File: config.mk
export PLATFORM = sky130hd
export DESIGN_NAME = memcard_frame_transfer_core
export DESIGN_NICKNAME = d
export VERILOG_FILES = /design/src/hdl/mfx_pkg.sv /design/src/hdl/mfx_seq.sv /design/src/hdl/memcard_frame_transfer_core.sv
export SDC_FILE = /design/constraint.sdc
export NUM_CORES = 1
export LEC_CHECK = 0
export CORE_UTILIZATION = 59
export DETAILED_ROUTE_END_ITERATION = 10
export DONT_BUFFER_PORTS = 1
export MAX_ROUTING_LAYER = met4
export PLACE_DENSITY = 0.77
export SLEW_MARGIN = 20
export SYNTH_ARGS = -nofsm -noshare
export SYNTH_HDL_FRONTEND = slang
export SYNTH_SLANG_ARGS = --single-unit
File: constraint.sdc
create_clock -name clk -period 7.3 [get_ports clk]
set_input_delay 1.825 -clock clk [delete_from_list [all_inputs] [get_ports clk]]
set_output_delay 1.825 -clock clk [all_outputs]
set_load 0.005 [all_outputs]
File: src/hdl/mfx_pkg.sv
`timescale 1ns / 1ps
// ----------------------------------------------------------------------------
// mfx_pkg: memory card frame transfer shared types
// Holds the beat payload structs, the command codes and the status codes.
// ----------------------------------------------------------------------------
package mfx_pkg;

  localparam logic [1:0] CMD_START_READ  = 2'd0;
  localparam logic [1:0] CMD_START_WRITE = 2'd1;
  localparam logic [1:0] CMD_EXCHANGE    = 2'd2;

  localparam logic [2:0] ST_BUSY       = 3'd0;
  localparam logic [2:0] ST_OK         = 3'd1;
  localparam logic [2:0] ST_BAD_HEADER = 3'd2;
  localparam logic [2:0] ST_BAD_ACK    = 3'd3;
  localparam logic [2:0] ST_NO_FLAG    = 3'd4;
  localparam logic [2:0] ST_ADDR_ERR   = 3'd5;
  localparam logic [2:0] ST_SUM_ERR    = 3'd6;
  localparam logic [2:0] ST_BAD_END    = 3'd7;

  localparam logic [7:0] TAP_BASE     = 8'h80;
  localparam logic [7:0] CMD_READ     = 8'h52;
  localparam logic [7:0] CMD_WRITE    = 8'h57;
  localparam logic [7:0] ID_FIRST     = 8'h5a;
  localparam logic [7:0] ID_SECOND    = 8'h5d;
  localparam logic [7:0] ACK_MARK     = 8'h5c;
  localparam logic [7:0] START_FLAG   = 8'h5d;
  localparam logic [7:0] END_FLAG     = 8'h47;
  localparam logic [9:0] POLLS_RESET  = 10'd255;

  typedef struct packed {
    logic [1:0] cmd;
    logic [9:0] frame_number;
    logic [6:0] tap_select;
    logic [7:0] rx_byte;
    logic [7:0] write_byte;
  } in_t;

  typedef struct packed {
    logic [7:0] tx_byte;
    logic       tx_valid;
    logic       await_ack;
    logic [7:0] read_data;
    logic       read_valid;
    logic       read_last;
    logic       done_res;
    logic [2:0] status;
    logic [7:0] checksum;
  } out_t;

endpackage

File: src/hdl/mfx_seq.sv
`timescale 1ns / 1ps
// ----------------------------------------------------------------------------
// mfx_seq: frame transfer phase sequencer
// Holds the transaction state and computes the result for one input beat.
// ----------------------------------------------------------------------------
module mfx_seq
  import mfx_pkg::*;
#(
  parameter int FRAME_BYTES = 128
) (
  input  logic       clk,
  input  logic       rst,
  input  logic       advance,
  input  in_t        item,
  input  logic       cfg_wr_en,
  input  logic [9:0] cfg_wr_data,
  output out_t       res
);

  typedef enum logic [4:0] {
    PH_IDLE, PH_HDR0, PH_HDR1, PH_ID1, PH_ID2, PH_ADR_HI, PH_ADR_LO,
    PH_R_ACK, PH_R_POLL, PH_R_EHI, PH_R_ELO, PH_R_DATA, PH_R_XOR, PH_R_END,
    PH_W_DATA, PH_W_XOR, PH_W_EMK1, PH_W_EMK2, PH_W_EFL
  } phase_t;

  localparam logic [9:0] FrameLen = 10'(FRAME_BYTES);

  phase_t     phase, phase_next;
  logic       is_write, is_write_next;
  logic [9:0] byte_count, byte_count_next;
  logic [9:0] frame_reg, frame_reg_next;
  logic [7:0] xor_acc, xor_acc_next;
  logic [9:0] max_flag_polls;

  logic [7:0] addr_hi, addr_lo, rx, wb;
  logic [9:0] count_inc;

  assign addr_hi   = {6'd0, frame_reg[9:8]};
  assign addr_lo   = frame_reg[7:0];
  assign rx        = item.rx_byte;
  assign wb        = item.write_byte;
  assign count_inc = byte_count + 10'd1;

  always_comb begin
    res             = '0;
    phase_next      = phase;
    is_write_next   = is_write;
    byte_count_next = byte_count;
    frame_reg_next  = frame_reg;
    xor_acc_next    = xor_acc;
    if (item.cmd == CMD_START_READ || item.cmd == CMD_START_WRITE) begin
      is_write_next   = item.cmd[0];
      frame_reg_next  = item.frame_number;
      byte_count_next = '0;
      xor_acc_next    = '0;
      res.tx_byte     = TAP_BASE | {1'b0, item.tap_select};
      res.tx_valid    = 1'b1;
      res.await_ack   = item.cmd[0];
      phase_next      = PH_HDR0;
    end else if (item.cmd == CMD_EXCHANGE) begin
      // finish paths below set done and fall back to idle
      unique case (phase)
        PH_HDR0: begin
          res.tx_byte   = is_write ? CMD_WRITE : CMD_READ;
          res.tx_valid  = 1'b1;
          res.await_ack = is_write;
          phase_next    = PH_HDR1;
        end
        PH_HDR1: begin
          res.tx_valid  = 1'b1;
          res.await_ack = is_write;
          phase_next    = PH_ID1;
        end
        PH_ID1: begin
          if (rx != ID_FIRST) begin
            res.done_res = 1'b1;
            res.status   = ST_BAD_HEADER;
            res.checksum = xor_acc;
            phase_next   = PH_IDLE;
          end else begin
            res.tx_valid  = 1'b1;
            res.await_ack = is_write;
            phase_next    = PH_ID2;
          end
        end
        PH_ID2: begin
          if (rx != ID_SECOND) begin
            res.done_res = 1'b1;
            res.status   = ST_BAD_HEADER;
            res.checksum = xor_acc;
            phase_next   = PH_IDLE;
          end else begin
            res.tx_byte  = addr_hi;
            res.tx_valid = 1'b1;
            phase_next   = PH_ADR_HI;
          end
        end
        PH_ADR_HI: begin
          res.tx_byte  = addr_lo;
          res.tx_valid = 1'b1;
          phase_next   = PH_ADR_LO;
        end
        PH_ADR_LO: begin
          res.tx_valid = 1'b1;
          if (is_write) begin
            // first payload byte is sent unconditionally: frame length must be at least one
            xor_acc_next    = addr_hi ^ addr_lo ^ wb;
            byte_count_next = 10'd1;
            res.tx_byte     = wb;
            phase_next      = PH_W_DATA;
          end else begin
            res.await_ack = 1'b1;
            phase_next    = PH_R_ACK;
          end
        end
        PH_R_ACK: begin
          if (rx != ACK_MARK) begin
            res.done_res = 1'b1;
            res.status   = ST_BAD_ACK;
            res.checksum = xor_acc;
            phase_next   = PH_IDLE;
          end else begin
            byte_count_next = '0;
            res.tx_valid    = 1'b1;
            phase_next      = PH_R_POLL;
          end
        end
        PH_R_POLL: begin
          if (byte_count >= max_flag_polls) begin
            res.done_res = 1'b1;
            res.status   = ST_NO_FLAG;
            res.checksum = xor_acc;
            phase_next   = PH_IDLE;
          end else begin
            byte_count_next = count_inc;
            res.tx_valid    = 1'b1;
            phase_next      = (rx == START_FLAG) ? PH_R_EHI : PH_R_POLL;
          end
        end
        PH_R_EHI: begin
          if (rx != addr_hi) begin
            res.done_res = 1'b1;
            res.status   = ST_ADDR_ERR;
            res.checksum = xor_acc;
            phase_next   = PH_IDLE;
          end else begin
            res.tx_valid = 1'b1;
            phase_next   = PH_R_ELO;
          end
        end
        PH_R_ELO: begin
          if (rx != addr_lo) begin
            res.done_res = 1'b1;
            res.status   = ST_ADDR_ERR;
            res.checksum = xor_acc;
            phase_next   = PH_IDLE;
          end else begin
            byte_count_next = '0;
            xor_acc_next    = addr_hi ^ addr_lo;
            res.tx_valid    = 1'b1;
            phase_next      = PH_R_DATA;
          end
        end
        PH_R_DATA: begin
          res.read_data   = rx;
          res.read_valid  = 1'b1;
          res.tx_valid    = 1'b1;
          xor_acc_next    = xor_acc ^ rx;
          byte_count_next = count_inc;
          if (count_inc >= FrameLen) begin
            res.read_last = 1'b1;
            phase_next    = PH_R_XOR;
          end else begin
            phase_next    = PH_R_DATA;
          end
        end
        PH_R_XOR: begin
          if (rx != xor_acc) begin
            res.done_res = 1'b1;
            res.status   = ST_SUM_ERR;
            res.checksum = xor_acc;
            phase_next   = PH_IDLE;
          end else begin
            res.tx_valid = 1'b1;
            phase_next   = PH_R_END;
          end
        end
        PH_R_END, PH_W_EFL: begin
          res.done_res = 1'b1;
          res.status   = (rx == END_FLAG) ? ST_OK : ST_BAD_END;
          res.checksum = xor_acc;
          phase_next   = PH_IDLE;
        end
        PH_W_DATA: begin
          res.tx_valid = 1'b1;
          if (byte_count < FrameLen) begin
            xor_acc_next    = xor_acc ^ wb;
            byte_count_next = count_inc;
            res.tx_byte     = wb;
            phase_next      = PH_W_DATA;
          end else begin
            res.tx_byte = xor_acc;
            phase_next  = PH_W_XOR;
          end
        end
        PH_W_XOR: begin
          res.tx_valid  = 1'b1;
          res.await_ack = 1'b1;
          phase_next    = PH_W_EMK1;
        end
        PH_W_EMK1: begin
          if (rx != ACK_MARK) begin
            res.done_res = 1'b1;
            res.status   = ST_BAD_ACK;
            res.checksum = xor_acc;
            phase_next   = PH_IDLE;
          end else begin
            res.tx_valid  = 1'b1;
            res.await_ack = 1'b1;
            phase_next    = PH_W_EMK2;
          end
        end
        PH_W_EMK2: begin
          if (rx != START_FLAG) begin
            res.done_res = 1'b1;
            res.status   = ST_BAD_ACK;
            res.checksum = xor_acc;
            phase_next   = PH_IDLE;
          end else begin
            res.tx_valid  = 1'b1;
            res.await_ack = 1'b1;
            phase_next    = PH_W_EFL;
          end
        end
        default: begin
          phase_next = PH_IDLE;
        end
      endcase
    end
  end

  always_ff @(posedge clk) begin
    if (rst) begin
      phase          <= PH_IDLE;
      is_write       <= 1'b0;
      byte_count     <= '0;
      frame_reg      <= '0;
      xor_acc        <= '0;
      max_flag_polls <= POLLS_RESET;
    end else begin
      if (cfg_wr_en) begin
        max_flag_polls <= cfg_wr_data;
      end
      if (advance) begin
        phase      <= phase_next;
        is_write   <= is_write_next;
        byte_count <= byte_count_next;
        frame_reg  <= frame_reg_next;
        xor_acc    <= xor_acc_next;
      end
    end
  end

endmodule

File: src/hdl/memcard_frame_transfer_core.sv
`timescale 1ns / 1ps
// ----------------------------------------------------------------------------
// memcard_frame_transfer_core: memory card frame read/write byte sequencer
// Master-side byte sequencer for one frame read or write with a memory card.
// ----------------------------------------------------------------------------
// Usage:
//   Input channel (in_valid / in_stall / in_data): a start beat carries the
//   operation, frame number and tap slot; each later exchange beat reports
//   the byte the card returned and, for writes, the next payload byte.
//   Output channel (out_valid / out_stall / out_data): exactly one result
//   beat per input beat, giving the next byte to send, the acknowledge-wait
//   flag, received data bytes on reads, and done/status/checksum at the end.
//   Config: cfg_wr_en / cfg_wr_data set the poll limit for the start flag;
//   write it only while no transaction is in flight.
// Pipeline and throughput:
//   The input register loads at the accepting edge and the result register
//   loads when the beat advances, which waits while out_stall holds a
//   pending result. One beat per cycle is sustained while out_stall is low;
//   the sequencer computes each result combinationally between the two
//   registers.
// Reset (rst, synchronous): phase idle, counters and XOR cleared, poll limit
//   back to 255, both pipeline registers empty.
// Stall: when out_stall holds a pending result, the input register keeps
//   its beat and in_stall rises until the result register can take it.
// ----------------------------------------------------------------------------
module memcard_frame_transfer_core
  import mfx_pkg::*;
#(
  parameter int FRAME_BYTES = 128
) (
  input  logic       clk,
  input  logic       rst,
  input  logic       in_valid,
  output logic       in_stall,
  input  in_t        in_data,
  output logic       out_valid,
  input  logic       out_stall,
  output out_t       out_data,
  input  logic       cfg_wr_en,
  input  logic [9:0] cfg_wr_data
);

  logic in_reg_valid;
  in_t  in_reg;
  logic advance;
  out_t res;

  // Move the held beat forward whenever the result register is free or drains.
  assign advance  = in_reg_valid && (!out_valid || !out_stall);
  assign in_stall = in_reg_valid && !advance;

  mfx_seq #(
    .FRAME_BYTES(FRAME_BYTES)
  ) u_seq (
    .clk         (clk),
    .rst         (rst),
    .advance     (advance),
    .item        (in_reg),
    .cfg_wr_en   (cfg_wr_en),
    .cfg_wr_data (cfg_wr_data),
    .res         (res)
  );

  // Valid bits for both stages.
  always_ff @(posedge clk) begin
    if (rst) begin
      in_reg_valid <= 1'b0;
      out_valid    <= 1'b0;
    end else begin
      if (in_valid && !in_stall) begin
        in_reg_valid <= 1'b1;
      end else if (advance) begin
        in_reg_valid <= 1'b0;
      end
      if (advance) begin
        out_valid <= 1'b1;
      end else if (!out_stall) begin
        out_valid <= 1'b0;
      end
    end
  end

  // Payload registers: load on acceptance, hold otherwise.
  always_ff @(posedge clk) begin
    if (in_valid && !in_stall) begin
      in_reg <= in_data;
    end
    if (advance) begin
      out_data <= res;
    end
  end

endmodule
# Word level (Yosys, flattened, before mapping)

Index checks and enable logic that the tools add are counted.

Flip-flop bits (word level): 113
Bits of input ports: 50
Output and inout bits: 34
Word-level logic and storage cells: 155

Add/sub/neg operators: 1
Order comparisons: 3
Equality and inequality tests: 34
Multiplexer cells: 64
Bitwise operators: 6
Reductions and logical operators: 24

Operator list:

| operator                | number |
|---|---|
| $pmux W12 S9            | 1 |
| $mux W12                | 8 |
| $mux W10                | 8 |
| $pmux W5 S16            | 1 |
| $pmux W10 S6            | 1 |
| $mux W8                 | 7 |
| $eq A5 B4 Y1 const B    | 8 |
| $pmux W8 S5             | 1 |
| $mux W32                | 1 |
| $pmux W8 S4             | 1 |
| $mux W5                 | 5 |
| $ne A8 B7 Y1 const B    | 3 |
| $xor A8 B8 Y8           | 3 |
| $eq A5 B3 Y1 const B    | 4 |
| $mux W4                 | 5 |
| $mux W3                 | 6 |
| $eq A8 B7 Y1 const B    | 2 |
| $ne A8 B8 Y1            | 2 |
| $eq A5 B5 Y1 const B    | 3 |
| $mux W1                 | 13 |
| $add A10 B1 Y10 const B | 1 |
| $eq A5 B2 Y1 const B    | 2 |
| $ge A10 B10 Y1          | 1 |
| $ge A10 B8 Y1 const B   | 1 |
| other kinds (27)        | 44 |

# Depth between registers and ports, before layout

Gate-level depths: netlist (run 1).

Depth after elaboration: 8
Mapped depth: 11
Gate-level depth less buffers: 9

# Hierarchy

A second synthesis (run 1) with hierarchy kept.

Cell total of the unflattened synthesis: 610
Area total of the unflattened synthesis: 6017.0 µm²

Modules (own cells, without submodules):

| module                      | times used | cells an instance | area each (µm²) | seq. area each (µm²) |
|---|---|---|---|---|
| mfx_seq                     | 1          | 533               | 3918.8          | 880.8 |
| memcard_frame_transfer_core | 1          | 77                | 2098.3          | 2052.0 |

# Least setup slack after synthesis (run 1)

No wires, ideal clock.

Path kind: input to register
From: in out_stall
To: reg in_reg[0] in the netlist's numbering (enable)
Setup time: 431 ps
Data arrival time: 3622 ps
Slack: 3246 ps
Stages on the path: 2
Cells stage by stage: and3_1 nor2b_1

Word-level cells in the longest chain between the ends: 7

RTL lines:

| element                | RTL line                          | RTL |
|---|---|---|
| start: declaration     | memcard_frame_transfer_core.sv:37 | `input logic out_stall,` |
| $logic_not A1 Y1       | -                                 |  |
| $logic_or A1 B1 Y1     | memcard_frame_transfer_core.sv:49 | `assign advance = in_reg_valid && (!out_valid \|\| !out_stall);` |
| $logic_and A1 B1 Y1    | memcard_frame_transfer_core.sv:49 |  |
| $logic_not A1 Y1       | memcard_frame_transfer_core.sv:50 | `assign in_stall = in_reg_valid && !advance;` |
| $logic_and A1 B1 Y1    | memcard_frame_transfer_core.sv:50 |  |
| $logic_not A1 Y1       | memcard_frame_transfer_core.sv:85 | `if (in_valid && !in_stall) begin` |
| $logic_and A1 B1 Y1    | memcard_frame_transfer_core.sv:85 |  |
| end signal: assignment | memcard_frame_transfer_core.sv:86 | `in_reg <= in_data;` |
| end: declaration       | memcard_frame_transfer_core.sv:44 | `in_t in_reg;` |

No other way between the ends.
A chain may end at the register's enable or synchronous reset.

# Worst setup path in the final report (run 1)

From: in out_stall
To: reg u_seq.xor_acc[5]

Word-level cells in the longest chain between the ends: 4

RTL lines:

| element                            | RTL line                          | RTL |
|---|---|---|
| $logic_not A1 Y1                   | -                                 |  |
| $logic_or A1 B1 Y1                 | memcard_frame_transfer_core.sv:49 |  |
| $logic_and A1 B1 Y1                | memcard_frame_transfer_core.sv:49 |  |
| $reduce_and A6 Y1 (no source line) | -                                 |  |
| end signal: assignment             | mfx_seq.sv:259                    | `xor_acc <= xor_acc_next;` |
| end: declaration                   | mfx_seq.sv:32                     | `logic [7:0] xor_acc, xor_acc_next;` |

No other way between the ends.

==> results of run 1 <==
[where the power goes]
part           switching [µW]  internal [µW]
Combinational            37.1           21.9
Clock                     296            574
Sequential               25.0            704
Total                     358           1300
[logic make-up after synthesis]
group,count (synthesis),synth area share
AOI/OAI and AO/OA,178,0.211
xor gates and xnor gates,23,0.0334
adders and majority gates,12,0.0249
buffers and inverters,62,0.0441
DFF,113,0.486
muxes,14,0.0232
and+or+nand+nor,207,0.177
[worst paths after layout]
check	start	to	slack (ns)	depth (start not counted)
worst min-delay path	in_reg_valid$_SDFFE_PP0P_	out_valid$_SDFFE_PP0P_	0.49	2
worst max-delay path	out_stall	u_seq.xor_acc[5]$_SDFFE_PP0P_	3.37	7
worst min register to register	in_reg_valid$_SDFFE_PP0P_	out_valid$_SDFFE_PP0P_	0.49	2
worst max register to register	u_seq.phase[0]$_SDFFE_PP0P_	u_seq.xor_acc[5]$_SDFFE_PP0P_	4.00	7
[synthesized netlist by cell type (11+ instances only)]
cell type | count | area share
nor3_1 | 19 | 0.016
inv_1 | 23 | 0.014
o21ai_0 | 48 | 0.040
a21oi_1 | 41 | 0.034
and3_1 | 18 | 0.019
mux2i_1 | 14 | 0.023
xor2_1 | 12 | 0.017
dfxtp_1 | 46 | 0.15
edfxtp_1 | 67 | 0.33
xnor2_1 | 11 | 0.016
nand2b_1 | 17 | 0.018
nor2_1 | 42 | 0.026
nand2_1 | 54 | 0.034
o21ai_1 | 11 | 0.0091
ha_1 | 12 | 0.025
clkbuf_1 | 22 | 0.014
[layer usage]
metal,vias to the layer above,global-route usage,part of all wire
met1,2287,0.402,0.43
met3,39,0.0902,0.092
li1,2242,-,-
met4,0,0.120,0.026
met2,304,0.450,0.45
met5,-,-,0
[worst min-delay path, stage by stage (launching register included)]
cell	delay, ns
dfxtp_1	0.34
a21oi_1	0.04
nor2_1	0.07
[per-stage QoR]
step,setup WS (ns),instances
6_report,3.37,741
5_1_grt,3.20,741
4_1_cts,3.43,741
3_5_place_dp,2.92,709
3_3_place_gp,2.97,709
2_1_floorplan,3.25,609
[layout make-up]
| class | instances | area (µm²) | share of cell area |
|---|---|---|---|
| Clock inverter | 12 | 179 | 0.0268 |
| Tap cell | 133 | 166 | 0.0249 |
| Multi-Input combinational cell | 434 | 2840 | 0.425 |
| Timing Repair Buffer | 4 | 30.0 | 0.00449 |
| Inverter | 25 | 93.8 | 0.0140 |
| Clock buffer | 20 | 445 | 0.0666 |
| Sequential cell | 113 | 2930 | 0.439 |
==> impl_metrics.yaml, run 1 <==
logic_synthesis:
  synthDistinctLibCells: 69
  netlist_instances: 609
  synthFlopType: "edfxtp_1"
  yosysWarnings: 0
  ys_ff_latch: 113
  async_flop_share: 0
  seq_area_frac_synth: 0.486
  avgSynthCellArea_um2: 9.91
  synth-edff-count: 67
  syn-num-nets: 671
  netlist_area_mm2: 0.00604
cells_and_area:
  utilization: 0.678
  fillers: 733
  syn_to_final_growth_pct: 10.8
  largest_reg_flops: 35
  layout_commonest_cell: "edfxtp_1"
  fin_area_mm2: 0.00669
  layout_common_cells: "edfxtp_1, nand2_1, o21ai_0, dfxtp_1, nor2_1"
  antenna_cells: 0
  drive_above_1_share: 0.102
  fin_nets: 657
critical_path:
  worst_path_max_delay_cell: "a21oi_1"
  crit_buf_inv: 0
  path_cells: "a21bo_2 > a21oi_1 > o21a_1 > and4_1 > nor2b_1 > a21oi_1 > o21ai_1"
  end_kind: "flop"
  critPathTopFamily: "compound AO/OA/AOI/OAI gates"
  critPathMostFrequentCell: "a21oi_1"
  max_stage_delay_ns: 0.83
  crit_arrival_ns: 4.39
  crit_type: "primary input to flop"
  critPathRequiredTime_ns: 7.76
  cp-start-kind: "primary input"
  crit_fanout: 15
floorplan:
  die_area_mm2: 0.0106
  io_pins: 84
  start_util: 0.612
  core_mm2: 0.00986
  die_width_um: 103
  rows: 36
  die-height_um: 103
placed_design:
  gp_congestion: 1.00
  io_buffers: 0
  placed_area_mm2: 0.00606
  dp_hpwl_mm: 10.2
sta:
  rsz0062_at_grt: "no"
  max_clock_freq_ghz: 0.254
  slew_violations: 0
  whs_ns: 0.491
  hold_violations: 0
  setup_viol: 0
  slew_headroom: 0.305
  min_period_ns: 3.93
  period_share: 0.538
  finalSetupTns_ns: 0
  fin_skew_ns: 0.0121
  worst_pin_slew_ns: 1.04
clock_tree:
  clkLatencyLatePin_ns: 0.53
  clk_pin_slew_ns: 0.06
  cts_root_buffer: "clkbuf_8"
  post_cts_buffers: 0
  htree_num_levels: 4
  numCtsBuffers: 17
  cts_buffer_depth: 2
  clock_sinks: 113
  postCtsHoldBufs: 0
  cts_tree: "built"
  cts_resized: 0
route:
  drc: 0
  final_antenna_net_count: 0
  wl_mm: 14.9
  first_pass_iters: 6
  drtIter0Drc: 448
  wl_per_cell_um: 20.1
  vias: 4872
  routed_via_density: 6.57
global_routing:
  antenna_found_initial: 0
  grt-ovfl-total: 0
  grt_pass1_vias: 4471
  grt_first_pass_wirelength_mm: 23.5
  grt_max_degree: 36
  track_usage: 0.308
power_and_ir_drop:
  peakVddDrop_v: 0.000208
  finalPower_uw: 1660
  p_per_area_mw_per_mm2: 248
  power.leakage_uw: 0.00235
status:
  status: "finished clean"
job:
  maxCapViolCount: 0
min_path:
  hold_path_class: "flop to flop"
No activity file was read; power rests on OpenSTA's default activity.
==> run 2: changes to the inputs <==
- CORE_UTILIZATION: 59 -> 58
- PLACE_DENSITY: 0.77 -> 0.78
- clock period: 7.3 -> 3.6 ns (I/O delays scaled with it)
==> run 2 against run 1 <==
Net effect: combinational power up 120%; sequential share of layout area decreased by 0.39 points; largest cell class unchanged; first-iteration DRC count increased by 29%; final cell count increased by 1.9%; die area rose by 1.7%; critical path depth did not move; power is 97% higher; cell area up 0.90%; clock skew down 0.0017 ns; clock power increased by 92%.
==> impl_metrics.yaml, run 2 (synthesis results as in run 1) <==
global_routing:
  grt-ovfl-total: 0
  grt_first_pass_wirelength_mm: 24.9
  met3_usage: 0.0670
  grt_pass1_vias: 4610
  use_met2: 0.443
  grt.busiest_layer: "met2"
  grt_max_degree: 33
  antenna_found_initial: 1
  met1_usage: 0.418
  track_usage: 0.307
sta:
  period_share: 0.798
  min_period_ns: 2.87
  rsz0062_at_grt: "no"
  hold_violations: 0
  max_clock_freq_ghz: 0.348
  fin_skew_ns: 0.0104
  slew_violations: 0
  finalSetupTns_ns: 0
  setup_viol: 0
  worst_pin_slew_ns: 0.644
  slew_headroom: 0.570
floorplan:
  die_width_um: 104
  io_pins: 84
  start_util: 0.609
  die-height_um: 104
  die_area_mm2: 0.0108
  rows: 36
  core_mm2: 0.00991
clock_tree:
  clk_pin_slew_ns: 0.06
  cts_tree: "built"
  cts_buffer_depth: 2
  postCtsHoldBufs: 0
  cts_resized: 0
  cts_root_buffer: "clkbuf_8"
  post_cts_buffers: 0
  clock_sinks: 113
  clkLatencyLatePin_ns: 0.53
  numCtsBuffers: 17
  htree_num_levels: 4
route:
  drtIter0Drc: 577
  first_pass_iters: 7
  drc: 0
  vias: 4913
  wl_per_cell_um: 20.6
  wl_mm: 15.6
  routed_via_density: 6.51
  final_antenna_net_count: 0
placed_design:
  dp_hpwl_mm: 11.1
  placed_area_mm2: 0.00616
  io_buffers: 0
  gp_congestion: 0.969
status:
  status: "finished clean"
critical_path:
  end_kind: "flop"
  max_stage_delay_ns: 0.54
  crit_start: "u_seq.phase[2]$_SDFFE_PP0P_"
  crit_fanout: 16
  r2r_slack_ns: 0.73
  ff2ff_path_depth: 7
  r2r_start: "u_seq.phase[2]$_SDFFE_PP0P_"
  rr_endpoint: "u_seq.xor_acc[5]$_SDFFE_PP0P_"
  worst_path_max_delay_cell: "or2_1"
  crit_type: "flop to flop"
  cp-start-kind: "flop"
  path_cells: "nand2_1 > or2_1 > nand2b_4 > and4_1 > nor2b_1 > a21oi_1 > o21ai_1"
  crit_arrival_ns: 3.32
  critPathRequiredTime_ns: 4.05
cells_and_area:
  syn_to_final_growth_pct: 11.8
  fin_area_mm2: 0.00675
  fin_nets: 670
  drive_above_1_share: 0.121
  layout_commonest_cell: "edfxtp_1"
  layout_common_cells: "edfxtp_1, nand2_1, o21ai_0, dfxtp_1, nor2_1"
  largest_reg_flops: 35
power_and_ir_drop:
  peakVddDrop_v: 0.000468
  finalPower_uw: 3270
  p_per_area_mw_per_mm2: 484
  power.leakage_uw: 0.00241
min_path:
  hold_path_class: "primary input to flop"
  holdPathEnd: "u_seq.byte_count[3]$_SDFFE_PP0P_"
  hp-start: "rst"
  min_path_cells: 1
job:
  maxCapViolCount: 0
## run 2: changes by cell type in the layout (fill, tap and decap cells not counted), sizes merged, moves of 2 or more
cell	before	now
bufinv	4	2
clkinv	4	6
buf	4	17
inv	26	31
clkbuf	20	17
clkinvlp	3	1
## run 2: per-layer routing
metal  routed length, µm  part of all wire
met1                6740              0.43
met2                6960              0.45
met3                1450             0.093
met4                 416             0.027
met5                   0                 0
## run 2: worst max-delay path by stage
stage                                               end  slack, ns  cells past startpoint
after floorplan                     in_reg[0]$_DFFE_PP_       0.47                      2
after global placement    u_seq.xor_acc[2]$_SDFFE_PP0P_       0.86                      7
after detailed placement  u_seq.xor_acc[3]$_SDFFE_PP0P_       0.81                      7
after CTS                 u_seq.xor_acc[5]$_SDFFE_PP0P_       0.80                      7
after global routing      u_seq.xor_acc[5]$_SDFFE_PP0P_       0.61                      8
final                     u_seq.xor_acc[5]$_SDFFE_PP0P_       0.73                      7
## run 2: through the flow
stage / instances / utilization / hold WS, ns / setup slack [ns]
after floorplan: 609 / - / 0.441 / 0.471
after global placement: 722 / 0.622 / 0.452 / 0.861
after detailed placement: 722 / 0.622 / 0.473 / 0.812
after CTS: 754 / 0.681 / 0.423 / 0.798
after global routing: 755 / 0.681 / 0.424 / 0.606
final: 755 / 0.681 / 0.431 / 0.728
## run 2: worst max-delay path, delay by kind of cell (launching register included)
| kind | cells | cell delay, ns |
|---|---|---|
| AND/OR/NAND/NOR | 5 | 1.97 |
| flip-flops | 1 | 0.48 |
| AO/OA/AOI/OAI | 2 | 0.34 |
## run 2: power breakdown
part / switching (µW) / internal [µW] / leakage (µW)
Combinational: 82.2 / 49.6 / 0.00111
Sequential: 43.1 / 1430 / 0.00102
Clock: 660 / 1010 / 0.000288
## run 2: final cells by class
type	count	area (µm²)
Sequential cell	113	2930
Inverter	25	93.8
Multi-Input combinational cell	434	2840
Fill cell	767	3160
Clock inverter	15	170
Tap cell	133	166
Antenna cell	1	2.50
Clock buffer	17	414
Timing Repair Buffer	17	128
